==> src/srox_pkg.sv <==
// ----------------------------------------------------------------------------
// srox_pkg
// Types and constants shared by the shift register output expander modules.
// ----------------------------------------------------------------------------
`default_nettype none

package srox_pkg;

    localparam int MAX_CHIPS_DEF = 32;
    localparam int BYTE_W        = 8;
    localparam int BIT_IDX_W     = 3;
    localparam int CNT_W         = 6;   // width of the chip count register
    localparam int SLOT_W        = 6;   // a slot is always below the chip count
    localparam int REQ_W         = 2;
    localparam int PIN_W         = 9;

    localparam logic [REQ_W-1:0] REQ_PIN_SET = 2'd0;
    localparam logic [REQ_W-1:0] REQ_CHIP_WR = 2'd1;
    localparam logic [REQ_W-1:0] REQ_PIN_RD  = 2'd2;

    localparam logic STATUS_OK      = 1'b0;
    localparam logic STATUS_BAD_ARG = 1'b1;

    typedef struct packed {
        logic              rd_en;
        logic [SLOT_W-1:0] rd_addr;
        logic              wr_en;
        logic [SLOT_W-1:0] wr_addr;
        logic [BYTE_W-1:0] wr_data;
    } mem_req_t;

endpackage

`default_nettype wire

==> src/srox_image_mem.sv <==
// ----------------------------------------------------------------------------
// srox_image_mem
// Chip image store: one byte per chip, registered read, write-to-read bypass.
// ----------------------------------------------------------------------------
`default_nettype none

module srox_image_mem #(
    parameter int MAX_CHIPS = srox_pkg::MAX_CHIPS_DEF
) (
    input  wire logic                      clk,
    input  wire logic                      rst_n,
    input  wire srox_pkg::mem_req_t        req,
    output logic [srox_pkg::BYTE_W-1:0]    rd_data
);

    localparam int AW = (MAX_CHIPS > 1) ? $clog2(MAX_CHIPS) : 1;

    logic [srox_pkg::BYTE_W-1:0] image_ram [MAX_CHIPS];
    logic [MAX_CHIPS-1:0]        valid_reg;
    logic [srox_pkg::BYTE_W-1:0] rd_data_reg;
    logic                        bypass;

    assign bypass  = req.wr_en && (req.wr_addr == req.rd_addr);
    assign rd_data = rd_data_reg;

    // Entries never written since reset read as zero.
    always_ff @(posedge clk or negedge rst_n)
    begin
        if (!rst_n)
        begin
            valid_reg <= '0;
        end
        else if (req.wr_en)
        begin
            valid_reg[req.wr_addr[AW-1:0]] <= 1'b1;
        end
    end

    always_ff @(posedge clk)
    begin
        if (req.wr_en)
        begin
            image_ram[req.wr_addr[AW-1:0]] <= req.wr_data;
        end
        if (req.rd_en)
        begin
            if (bypass)
            begin
                rd_data_reg <= req.wr_data;
            end
            else if (valid_reg[req.rd_addr[AW-1:0]])
            begin
                rd_data_reg <= image_ram[req.rd_addr[AW-1:0]];
            end
            else
            begin
                rd_data_reg <= '0;
            end
        end
    end

    a_bypass: assert property (@(posedge clk) disable iff (!rst_n)
        req.rd_en && bypass |=> rd_data == $past(req.wr_data))
        else $error("read of an entry written in the same cycle missed the new byte");

endmodule

`default_nettype wire

==> src/srox_seq.sv <==
// ----------------------------------------------------------------------------
// srox_seq
// Request sequencer: decodes a request, reads, modifies and writes back the
// image and streams the image out through the result register.
// ----------------------------------------------------------------------------
`default_nettype none

module srox_seq (
    input  wire logic                            clk,
    input  wire logic                            rst_n,
    input  wire logic [srox_pkg::CNT_W-1:0]      n_chips,
    input  wire logic                            in_valid,
    output logic                                 in_stall,
    input  wire logic [srox_pkg::REQ_W-1:0]      req_type,
    input  wire logic [srox_pkg::PIN_W-1:0]      pin_number,
    input  wire logic                            pin_level,
    input  wire logic [srox_pkg::BYTE_W-1:0]     chip_number,
    input  wire logic [srox_pkg::BYTE_W-1:0]     chip_byte,
    output srox_pkg::mem_req_t                   mem_req,
    input  wire logic [srox_pkg::BYTE_W-1:0]     rd_data,
    output logic                                 out_valid,
    input  wire logic                            out_stall,
    output logic                                 status,
    output logic                                 read_level,
    output logic                                 frame_valid,
    output logic [srox_pkg::BYTE_W-1:0]          frame_byte,
    output logic                                 last
);

    localparam logic [2:0] ST_IDLE = 3'd0;
    localparam logic [2:0] ST_ERR  = 3'd1;
    localparam logic [2:0] ST_RD   = 3'd2;
    localparam logic [2:0] ST_MOD  = 3'd3;
    localparam logic [2:0] ST_EMIT = 3'd4;

    logic [2:0]                        state_reg, state_next;
    logic [srox_pkg::SLOT_W-1:0]       slot_reg, slot_next;
    logic [srox_pkg::SLOT_W-1:0]       idx_reg, idx_next;
    logic [srox_pkg::BIT_IDX_W-1:0]    bit_reg, bit_next;
    logic                              level_reg, level_next;

    logic                              out_valid_reg, out_valid_next;
    logic                              status_reg, status_next;
    logic                              read_level_reg, read_level_next;
    logic                              frame_valid_reg, frame_valid_next;
    logic [srox_pkg::BYTE_W-1:0]       frame_byte_reg, frame_byte_next;
    logic                              last_reg, last_next;

    logic                              out_free;
    logic                              out_load;
    logic [srox_pkg::SLOT_W-1:0]       pin_chip;
    logic                              pin_ok;
    logic                              chip_ok;
    logic [srox_pkg::SLOT_W-1:0]       pin_slot;
    logic [srox_pkg::SLOT_W-1:0]       chip_slot;
    logic [srox_pkg::BYTE_W-1:0]       bit_mask;
    logic                              emit_last;

    assign out_free  = !out_valid_reg || !out_stall;
    assign in_stall  = (state_reg != ST_IDLE);

    // Pin p sits in slot n-1-p/8, which is the same as (8n-1-p)/8.
    assign pin_chip  = pin_number[srox_pkg::PIN_W-1:srox_pkg::BIT_IDX_W];
    assign pin_ok    = pin_chip < n_chips;
    assign chip_ok   = {2'b00, n_chips} > chip_number;
    assign pin_slot  = n_chips - srox_pkg::SLOT_W'(1) - pin_chip;
    assign chip_slot = n_chips - srox_pkg::SLOT_W'(1) - chip_number[srox_pkg::SLOT_W-1:0];
    assign bit_mask  = srox_pkg::BYTE_W'(1) << bit_reg;
    assign emit_last = (idx_reg + srox_pkg::SLOT_W'(1)) == n_chips;

    always_comb
    begin
        state_next       = state_reg;
        slot_next        = slot_reg;
        idx_next         = idx_reg;
        bit_next         = bit_reg;
        level_next       = level_reg;
        mem_req          = '0;
        out_load         = 1'b0;
        status_next      = srox_pkg::STATUS_OK;
        read_level_next  = 1'b0;
        frame_valid_next = 1'b0;
        frame_byte_next  = '0;
        last_next        = 1'b1;

        case (state_reg)
            ST_IDLE:
            begin
                if (in_valid)
                begin
                    slot_next  = pin_slot;
                    bit_next   = pin_number[srox_pkg::BIT_IDX_W-1:0];
                    level_next = pin_level;
                    case (req_type)
                        srox_pkg::REQ_PIN_SET,
                        srox_pkg::REQ_PIN_RD:
                        begin
                            if (pin_ok)
                            begin
                                mem_req.rd_en   = 1'b1;
                                mem_req.rd_addr = pin_slot;
                                state_next = (req_type == srox_pkg::REQ_PIN_RD) ?
                                             ST_RD : ST_MOD;
                            end
                            else
                            begin
                                state_next = ST_ERR;
                            end
                        end
                        srox_pkg::REQ_CHIP_WR:
                        begin
                            if (chip_ok)
                            begin
                                mem_req.wr_en   = 1'b1;
                                mem_req.wr_addr = chip_slot;
                                mem_req.wr_data = chip_byte;
                                mem_req.rd_en   = 1'b1;
                                mem_req.rd_addr = '0;
                                idx_next   = '0;
                                state_next = ST_EMIT;
                            end
                            else
                            begin
                                state_next = ST_ERR;
                            end
                        end
                        default:
                        begin
                            state_next = ST_ERR;
                        end
                    endcase
                end
            end
            ST_ERR:
            begin
                if (out_free)
                begin
                    out_load    = 1'b1;
                    status_next = srox_pkg::STATUS_BAD_ARG;
                    state_next  = ST_IDLE;
                end
            end
            ST_RD:
            begin
                if (out_free)
                begin
                    out_load        = 1'b1;
                    read_level_next = rd_data[bit_reg];
                    state_next      = ST_IDLE;
                end
            end
            ST_MOD:
            begin
                // Write the modified byte back and start the image read at
                // slot 0; the store bypasses the write if slot 0 is the one.
                mem_req.wr_en   = 1'b1;
                mem_req.wr_addr = slot_reg;
                mem_req.wr_data = level_reg ? (rd_data | bit_mask) : (rd_data & ~bit_mask);
                mem_req.rd_en   = 1'b1;
                mem_req.rd_addr = '0;
                idx_next   = '0;
                state_next = ST_EMIT;
            end
            ST_EMIT:
            begin
                if (out_free)
                begin
                    out_load         = 1'b1;
                    frame_valid_next = 1'b1;
                    frame_byte_next  = rd_data;
                    last_next        = emit_last;
                    if (emit_last)
                    begin
                        state_next = ST_IDLE;
                    end
                    else
                    begin
                        mem_req.rd_en   = 1'b1;
                        mem_req.rd_addr = idx_reg + srox_pkg::SLOT_W'(1);
                        idx_next        = idx_reg + srox_pkg::SLOT_W'(1);
                    end
                end
            end
            default:
            begin
                state_next = ST_IDLE;
            end
        endcase
    end

    always_comb
    begin
        if (out_load)
        begin
            out_valid_next = 1'b1;
        end
        else if (!out_stall)
        begin
            out_valid_next = 1'b0;
        end
        else
        begin
            out_valid_next = out_valid_reg;
        end
    end

    always_ff @(posedge clk or negedge rst_n)
    begin
        if (!rst_n)
        begin
            state_reg     <= ST_IDLE;
            out_valid_reg <= 1'b0;
        end
        else
        begin
            state_reg     <= state_next;
            out_valid_reg <= out_valid_next;
        end
    end

    always_ff @(posedge clk)
    begin
        slot_reg  <= slot_next;
        idx_reg   <= idx_next;
        bit_reg   <= bit_next;
        level_reg <= level_next;
        if (out_load)
        begin
            status_reg      <= status_next;
            read_level_reg  <= read_level_next;
            frame_valid_reg <= frame_valid_next;
            frame_byte_reg  <= frame_byte_next;
            last_reg        <= last_next;
        end
    end

    assign out_valid   = out_valid_reg;
    assign status      = status_reg;
    assign read_level  = read_level_reg;
    assign frame_valid = frame_valid_reg;
    assign frame_byte  = frame_byte_reg;
    assign last        = last_reg;

    a_wr_phase: assert property (@(posedge clk) disable iff (!rst_n)
        mem_req.wr_en |-> (state_reg == ST_IDLE && in_valid) || state_reg == ST_MOD)
        else $error("image written outside a chip write or a pin update");

    a_frame_ok: assert property (@(posedge clk) disable iff (!rst_n)
        out_valid_reg && frame_valid_reg |-> !status_reg && !read_level_reg)
        else $error("frame beat carries a status or a read level");

    a_single_last: assert property (@(posedge clk) disable iff (!rst_n)
        out_valid_reg && !frame_valid_reg |-> last_reg && frame_byte_reg == '0)
        else $error("read or error beat is not a lone last beat");

endmodule

`default_nettype wire

==> src/shift_register_output_expander_unit.sv <==
// ----------------------------------------------------------------------------
// shift_register_output_expander_unit
// Output expander image for a daisy-chained serial-in/parallel-out chain.
//
// Requests arrive on in_valid/in_stall and results leave on out_valid/
// out_stall; a beat moves when valid is high and stall is low. chip_count is
// written through cfg_we/cfg_wdata; the user must write it only while the
// unit is idle, as the unit itself has no check for this.
// A pin read, or any request with a bad pin, chip or type, gives one beat
// from the read or error state. A pin set reads the byte, writes it back
// modified and then gives one frame beat per chip in use, one per cycle while
// out_stall is low; a chip write writes its byte and then gives the frames the
// same way. The final frame beat carries last, which marks the latch pulse.
// One request is in work at a time. The image store's single read port
// paces the frame stream at one byte a cycle while out_stall is low.
// A result waits in the output register while out_stall is high and the
// sequencer holds until it is taken. Reset clears the image to zero at once
// and sets chip_count to 1.
// ----------------------------------------------------------------------------
`default_nettype none

module shift_register_output_expander_unit #(
    parameter int MAX_CHIPS = srox_pkg::MAX_CHIPS_DEF
) (
    input  wire logic                           clk,
    input  wire logic                           rst_n,
    input  wire logic                           cfg_we,
    input  wire logic [srox_pkg::CNT_W-1:0]     cfg_wdata,
    input  wire logic                           in_valid,
    output logic                                in_stall,
    input  wire logic [srox_pkg::REQ_W-1:0]     req_type,
    input  wire logic [srox_pkg::PIN_W-1:0]     pin_number,
    input  wire logic                           pin_level,
    input  wire logic [srox_pkg::BYTE_W-1:0]    chip_number,
    input  wire logic [srox_pkg::BYTE_W-1:0]    chip_byte,
    output logic                                out_valid,
    input  wire logic                           out_stall,
    output logic                                status,
    output logic                                read_level,
    output logic                                frame_valid,
    output logic [srox_pkg::BYTE_W-1:0]         frame_byte,
    output logic                                last
);

    logic [srox_pkg::CNT_W-1:0]   chip_count_reg;
    logic [srox_pkg::CNT_W-1:0]   n_chips;
    srox_pkg::mem_req_t           mem_req;
    logic [srox_pkg::BYTE_W-1:0]  rd_data;

    always_ff @(posedge clk or negedge rst_n)
    begin
        if (!rst_n)
        begin
            chip_count_reg <= srox_pkg::CNT_W'(1);
        end
        else if (cfg_we)
        begin
            chip_count_reg <= cfg_wdata;
        end
    end

    // A count beyond the store acts as the store's depth.
    assign n_chips = ({1'b0, chip_count_reg} > (srox_pkg::CNT_W + 1)'(MAX_CHIPS)) ?
                     srox_pkg::CNT_W'(MAX_CHIPS) : chip_count_reg;

    srox_image_mem #(
        .MAX_CHIPS (MAX_CHIPS)
    ) u_mem (
        .clk     (clk),
        .rst_n   (rst_n),
        .req     (mem_req),
        .rd_data (rd_data)
    );

    srox_seq u_seq (
        .clk         (clk),
        .rst_n       (rst_n),
        .n_chips     (n_chips),
        .in_valid    (in_valid),
        .in_stall    (in_stall),
        .req_type    (req_type),
        .pin_number  (pin_number),
        .pin_level   (pin_level),
        .chip_number (chip_number),
        .chip_byte   (chip_byte),
        .mem_req     (mem_req),
        .rd_data     (rd_data),
        .out_valid   (out_valid),
        .out_stall   (out_stall),
        .status      (status),
        .read_level  (read_level),
        .frame_valid (frame_valid),
        .frame_byte  (frame_byte),
        .last        (last)
    );

endmodule

`default_nettype wire

==> config.mk <==
export PLATFORM = sky130hd
export DESIGN_NAME = shift_register_output_expander_unit
export DESIGN_NICKNAME = d
export VERILOG_FILES = /design/src/srox_pkg.sv /design/src/srox_image_mem.sv /design/src/srox_seq.sv /design/src/shift_register_output_expander_unit.sv
export SDC_FILE = /design/constraint.sdc
export NUM_CORES = 1
export LEC_CHECK = 0
export ABC_AREA = 1
export BUFFER_PORTS_ARGS = -buffer_cell sky130_fd_sc_hd__buf_4
export CAP_MARGIN = 20
export CORE_MARGIN = 8
export CORE_UTILIZATION = 33
export CTS_BUF_LIST = sky130_fd_sc_hd__clkbuf_16
export CTS_CLUSTER_DIAMETER = 30
export CTS_CLUSTER_SIZE = 24
export DETAILED_ROUTE_END_ITERATION = 12
export PLACE_DENSITY = 0.6
export SLEW_MARGIN = 20
export SYNTH_ARGS = -nofsm -noshare
export SYNTH_HDL_FRONTEND = slang
export SYNTH_SLANG_ARGS = --single-unit
==> constraint.sdc <==
create_clock -name clk -period 6.8 [get_ports clk]
set_input_delay 0.34 -clock clk [delete_from_list [all_inputs] [get_ports clk]]
set_output_delay 0.34 -clock clk [all_outputs]
set_load 0.02 [all_outputs]
Word-level counts from Yosys, hierarchy flattened --
Memory sizes are Yosys's and may differ from the RTL's. Cells that the tools add are included.
Operators by class: shift-type cells 1, equality and inequality tests 16, $add $sub $neg 4, reductions and logical operators 17, bitwise gates (word level) 4, muxes and demuxes 40, order comparisons 7
Operators by type and width (count):
- 2-to-1 mux 22 bit | 2
- 2-to-1 mux 6 bit | 6
- OR 32 bit | 1
- case mux 15 bit (2 select lines) | 1
- 2-to-1 mux 8 bit | 3
- 2-to-1 mux 7 bit | 3
- case mux 7 bit (3 select lines) | 1
- 2-to-1 mux 3 bit | 6
- case mux 6 bit (3 select lines) | 1
- 2-to-1 mux 15 bit | 1
- case mux 7 bit (2 select lines) | 1
- equality test 6 bit | 2
- < comparator 5 x 6 -> 1 bit, second input constant | 2
- case mux 3 bit (4 select lines) | 1
- subtractor 6 bit | 2
- 2-to-1 mux 1 bit | 10
- inequality test 2 x 1 -> 1 bit, second input constant | 5
- AND 8 bit | 1
- greater-than comparator 6 x 8 -> 1 bit | 1
- NOT 8 bit | 1
- OR 8 bit | 1
- left shift 1 x 3 -> 8 bit, first input constant | 1
- adder 6 x 1 -> 6 bit, second input constant | 1
- equality test 3 x 2 -> 1 bit, second input constant | 2
- 25 further kinds | 33
Word-level totals: input bits 39, memories 1, output and inout port bits 14, bits in writable memories 256, bits in registers 78
Memories:
- u_mem.image_ram | words 32, bits a word 8, rd ports 1, clocked after Yosys merged registers in 0, write ports 1, line srox_image_mem.sv:18 | logic [srox_pkg::BYTE_W-1:0] image_ram [MAX_CHIPS];

Logic depth before layout (Yosys ltp) --
depth after elaboration 13, mapped depth 26

Cells and area by module --
From an unflattened synthesis, not the netlist that was laid out.
Second synthesis, totals: cells, all modules 1632, area, all modules 15781.4 um2
By module, submodules not included:
- srox_image_mem | area an instance 12811.0 um2, cells an instance 1237, times used 1
- srox_seq | area an instance 2700.1 um2, cells an instance 363, times used 1
- shift_register_output_expander_unit | area an instance 270.3 um2, cells an instance 32, times used 1

Worst setup path after synthesis --
Ideal clock, no wire load.
path kind register -> register, start register chip_count_reg[0] (netlist bit), end memory u_mem.image_ram[7][0] (netlist bit) (enable), stages on the path, launching flop included 23, buffers on the path 2, period minus slack after synthesis 3.378 ns, required time 6.430 ns, data arrival time 3.008 ns, setup slack 3.422 ns, library setup time 0.370 ns, cells stage by stage dfstp_2 > nor2_1 > nand3_1 > nand2_2 > nand2_1 > inv_1 > ha_1 > inv_1 > nor2_1 > nor2_1 > o21ai_0 > nand2_1 > o21ai_0 > nand2_1 > inv_1 > nand2_1 > nor2_1 > buf_2 > nand2_1 > nand2_1 > nand2_1 > clkbuf_1 > nor2_1
Between the ends: cells in the longest elaborated chain, start to end 9, elaborated cells on any way between the ends 11, those cells by class 2 x add/sub; 2 x order compare; 7 x mux
Ends and longest elaborated chain:
- start, declared | line shift_register_output_expander_unit.sv:45 | logic [srox_pkg::CNT_W-1:0] chip_count_reg;
- start signal, assigned | line shift_register_output_expander_unit.sv:54 | chip_count_reg <= srox_pkg::CNT_W'(1);
- start signal, assigned | line shift_register_output_expander_unit.sv:58 | chip_count_reg <= cfg_wdata;
- greater-than comparator 6 bit | line shift_register_output_expander_unit.sv:63 | assign n_chips = ({1'b0, chip_count_reg} > (srox_pkg::CNT_W + 1)'(MAX_CHIPS)) ?
- 2-to-1 mux 6 bit * | line shift_register_output_expander_unit.sv:63
- parallel branches: the longest is 1 deep, another holds subtractor 6 x 1 -> 6 bit
- 2-to-1 mux 22 bit * | line srox_seq.sv:112 | if (chip_ok)
- 2-to-1 mux 15 bit * | line srox_seq.sv:94 | case (req_type)
- 2-to-1 mux 22 bit * | line srox_seq.sv:89 | if (in_valid)
- case mux 15 bit (2 select lines) * | line srox_seq.sv:86 | case (state_reg)
- 2-to-1 mux 1 bit | line srox_image_mem.sv:41 | if (req.wr_en)
- 2-to-1 mux 1 bit (implied by the code) | line srox_image_mem.sv:43 | image_ram[req.wr_addr[AW-1:0]] <= req.wr_data;
- end, declared | line srox_image_mem.sv:18
Every way passes the cells marked *.

Worst setup path after layout --
start register chip_count_reg[0] (netlist bit), end memory u_mem.image_ram[9][2] (netlist bit) (enable)
Same word-level chain as after synthesis.

==> impl_metrics.env <==
export IMPL_synth_async_reset_ratio_pct=12.6
export IMPL_antenna_left=0
export IMPL_outcome="finished clean"
export IMPL_criticalPathCategory="flop to flop"
export IMPL_grt_ovfl_total=0
export IMPL_dp_hpwl_um=25400
export IMPL_diodes=0
export IMPL_num_rows=79
export IMPL_rsz0062_at_grt="false"
export IMPL_vias=11400
export IMPL_wl_um=42300
export IMPL_syn_to_final_growth_pct=20.5
export IMPL_crit_arrival_ps=4990
export IMPL_period_share_pct=70.9
export IMPL_globalplace_congestion=0.867
export IMPL_min_period_ps=4820
export IMPL_clock_fmax_ghz=0.207
export IMPL_drc=0
export IMPL_viasPerCell=5.17
export IMPL_p_sw_share_pct=28.5
export IMPL_crit_fanout=14
export IMPL_worst_pin_slew_ps=1080
export IMPL_clk_transition_reported_paths_ps=40
export IMPL_grtUsageMet1_pct=20.7
export IMPL_grt_pass1_vias=11400
export IMPL_leakagePower_nw=7.33
export IMPL_report_final_slew_viol_count=0
export IMPL_grt_busiest_layer="met2"
export IMPL_grt_util_met2_pct=24.3
export IMPL_seq_power_share_pct=35.6
export IMPL_power_w=0.00696
export IMPL_max_slew_margin_rel_pct=28.1
export IMPL_syn_inst=1493
export IMPL_dpl_cell_area_um2=16200
export IMPL_yosysUniqueCellTypes=41
export IMPL_synth_edf_count=292
export IMPL_clk_latency_ps=560
export IMPL_place_port_buffers=52
export IMPL_cts_tree="built"
export IMPL_clock_path_buffers=3
export IMPL_cp_data_required_time_ps=6970
export IMPL_wl_per_cell_um=19.2
export IMPL_antenna_found_initial=0
export IMPL_clkSinkCount=334
export IMPL_clockPowerShare_pct=46.5
export IMPL_final_nets=1619
export IMPL_design_die_area_um2=53600
export IMPL_grt_pass1_wl_um=66600
export IMPL_firstDrtPassIters=8
export IMPL_p_comb_share_pct=17.9
export IMPL_fp_dieH_um=232
export IMPL_numCtsBuffers=66
export IMPL_p_int_w=0.00497
export IMPL_critPathLaunchType="flop"
export IMPL_first_iter_violations=1253
export IMPL_htreeDepth=3
export IMPL_io_pins=53
export IMPL_ys_seq_area_share_pct=64.1
export IMPL_synth_seq_cells=334
export IMPL_end_kind="flop"
export IMPL_ir_drop_uv=248
export IMPL_layout_drive_gt1_share_pct=12.1
export IMPL_grt_max_degree=129
export IMPL_hold_path_class="input pin to flop"
export IMPL_fillers=4404
export IMPL_setup_viol=0
export IMPL_syn_area_um2=15300
export IMPL_syn_area_per_cell_um2=10.3
export IMPL_grt_total_usage_pct=15.7
export IMPL_finalHoldViolCount=0
export IMPL_synth_flop_cell="edfxtp_1"
export IMPL_p_per_area_nw_per_um2=377
export IMPL_core_area_um2=46200
export IMPL_met3_usage_pct=4.27
export IMPL_start_util_pct=33.2
export IMPL_finalWorstSetupSlack_ps=1980
export IMPL_fp_dieW_um=232
export IMPL_place_ws_ps=2080
export IMPL_final_cell_mix="354 x nand3_1, 353 x nand2_1, 292 x edfxtp_1, 121 x inv_1, 72 x nor2_1"
export IMPL_finalSetupTns_ps=0
export IMPL_syn_num_nets=1558
export IMPL_largest_reg_flops=256
export IMPL_finClkSkew_ps=34.3
export IMPL_maxCapViolCount=0
export IMPL_root_buffer="clkbuf_16"
export IMPL_ys_warn_count=0
export IMPL_final_common_cell="nand3_1"
export IMPL_design_area_um2=18500
export IMPL_switching_power_w=0.00198
## power groups by stage
stage               clock network, W  logic, W  registers, W
floorplan                          0  0.000779       0.00254
global placement                   0   0.00123       0.00251
detailed placement                 0   0.00123       0.00251
CTS                          0.00328   0.00124       0.00248
global route                 0.00338   0.00138       0.00249
finish                       0.00324   0.00124       0.00248
## area by class of cell
| type | instances | area [µm²] | share of cell area [%] |
|---|---|---|---|
| repair buffers | 65 | 518 | 2.80 |
| inverters | 130 | 488 | 2.64 |
| well taps | 607 | 759 | 4.11 |
| clock buffers | 67 | 1680 | 9.08 |
| clock inverters | 48 | 543 | 2.94 |
| flip-flops and latches | 334 | 9820 | 53.2 |
| multi-input cells | 957 | 4660 | 25.2 |
## metal layers
layer / part of all wire, % / routed length, µm
met4: 3.2 / 1360
met1: 43 / 18100
met3: 9.0 / 3810
met2: 45 / 19100
met5: 0 / 0
## cell usage after synthesis, types with 2 or more instances
cell type    n  area share, %
nand3_1    354             12
clkbuf_1    19           0.47
nand2_1    362            8.9
inv_1      118            2.9
dfrtp_1     41            6.7
nand2_2      4           0.16
nor3_1       7           0.23
ha_1        24            2.0
mux2_2       3           0.22
buf_1        4          0.098
fa_1         2           0.26
nor2_1      72            1.8
edfxtp_1   292             57
a21oi_1     25           0.82
inv_2       11           0.27
nand4_1      6           0.24
buf_2       32            1.0
nand3_2      2           0.13
o22ai_1      2          0.082
buf_4       14           0.69
buf_6        3           0.22
o21ai_0     52            1.7
xor2_1      10           0.57
nand3b_1    13           0.64
xnor2_1      5           0.29
## critical path, stage by stage (launching register included)
cell and delay (ps):
dfstp_2 550, nor2_1 50, nand3_1 80, nand2_2 100
nand2_1 180, inv_1 80, ha_1 270, inv_1 40
nor2_1 80, nor2_1 40, o21ai_0 130, nand2_1 60
o21ai_0 70, nand2_1 110, inv_1 60, nand2_1 60
nor2_1 690, inv_1 140, o22ai_1 330, inv_1 130
nor2_1 260, nand2_1 280, nor2_1 650
## logic make-up after synthesis
| family | count (synthesis) | share of synthesized area (%) |
|---|---|---|
| flip-flops | 334 | 64.1 |
| XOR/XNOR | 15 | 0.857 |
| AND/OR/NAND/NOR | 826 | 23.9 |
| buffers and inverters | 202 | 5.70 |
| multiplexers | 3 | 0.220 |
| adder cells (fa/ha/maj) | 26 | 2.22 |
| AO/OA/AOI/OAI | 87 | 3.00 |
## repair_timing
item,CTS,global route
resized for setup,0,0
hold buffers,7,0
setup buffers,0,0
hold endpoints to repair,47,0
## path summary, 6_finish.rpt
path,startpoint,depth (start not counted),to,slack [ps]
min in group asynchronous,rst_n,2,u_seq.out_valid,330
worst max-delay path,chip_count_reg[0],22,u_mem.image_ram[9][2],1980
max in group asynchronous,rst_n,2,u_mem.valid_reg[12],6010
worst min-delay path,cfg_wdata[3],3,chip_count_reg[3],20
worst max register to register,chip_count_reg[0],22,u_mem.image_ram[9][2],1980
worst min register to register,u_mem.valid_reg[7],2,u_mem.valid_reg[7],460
## per-stage QoR
| step | instances | util (%) | hold WS [ps] |
|---|---|---|---|
| global placement | 2086 | 35.0 | 370 |
| detailed placement | 2086 | 35.0 | 380 |
| finish | 2208 | 40.0 | 23.9 |
| CTS | 2208 | 40.0 | 11.8 |
| global route | 2208 | 40.0 | 16.3 |
| floorplan | 1493 | - | 44.4 |
No activity file was read; power rests on OpenSTA's default activity.
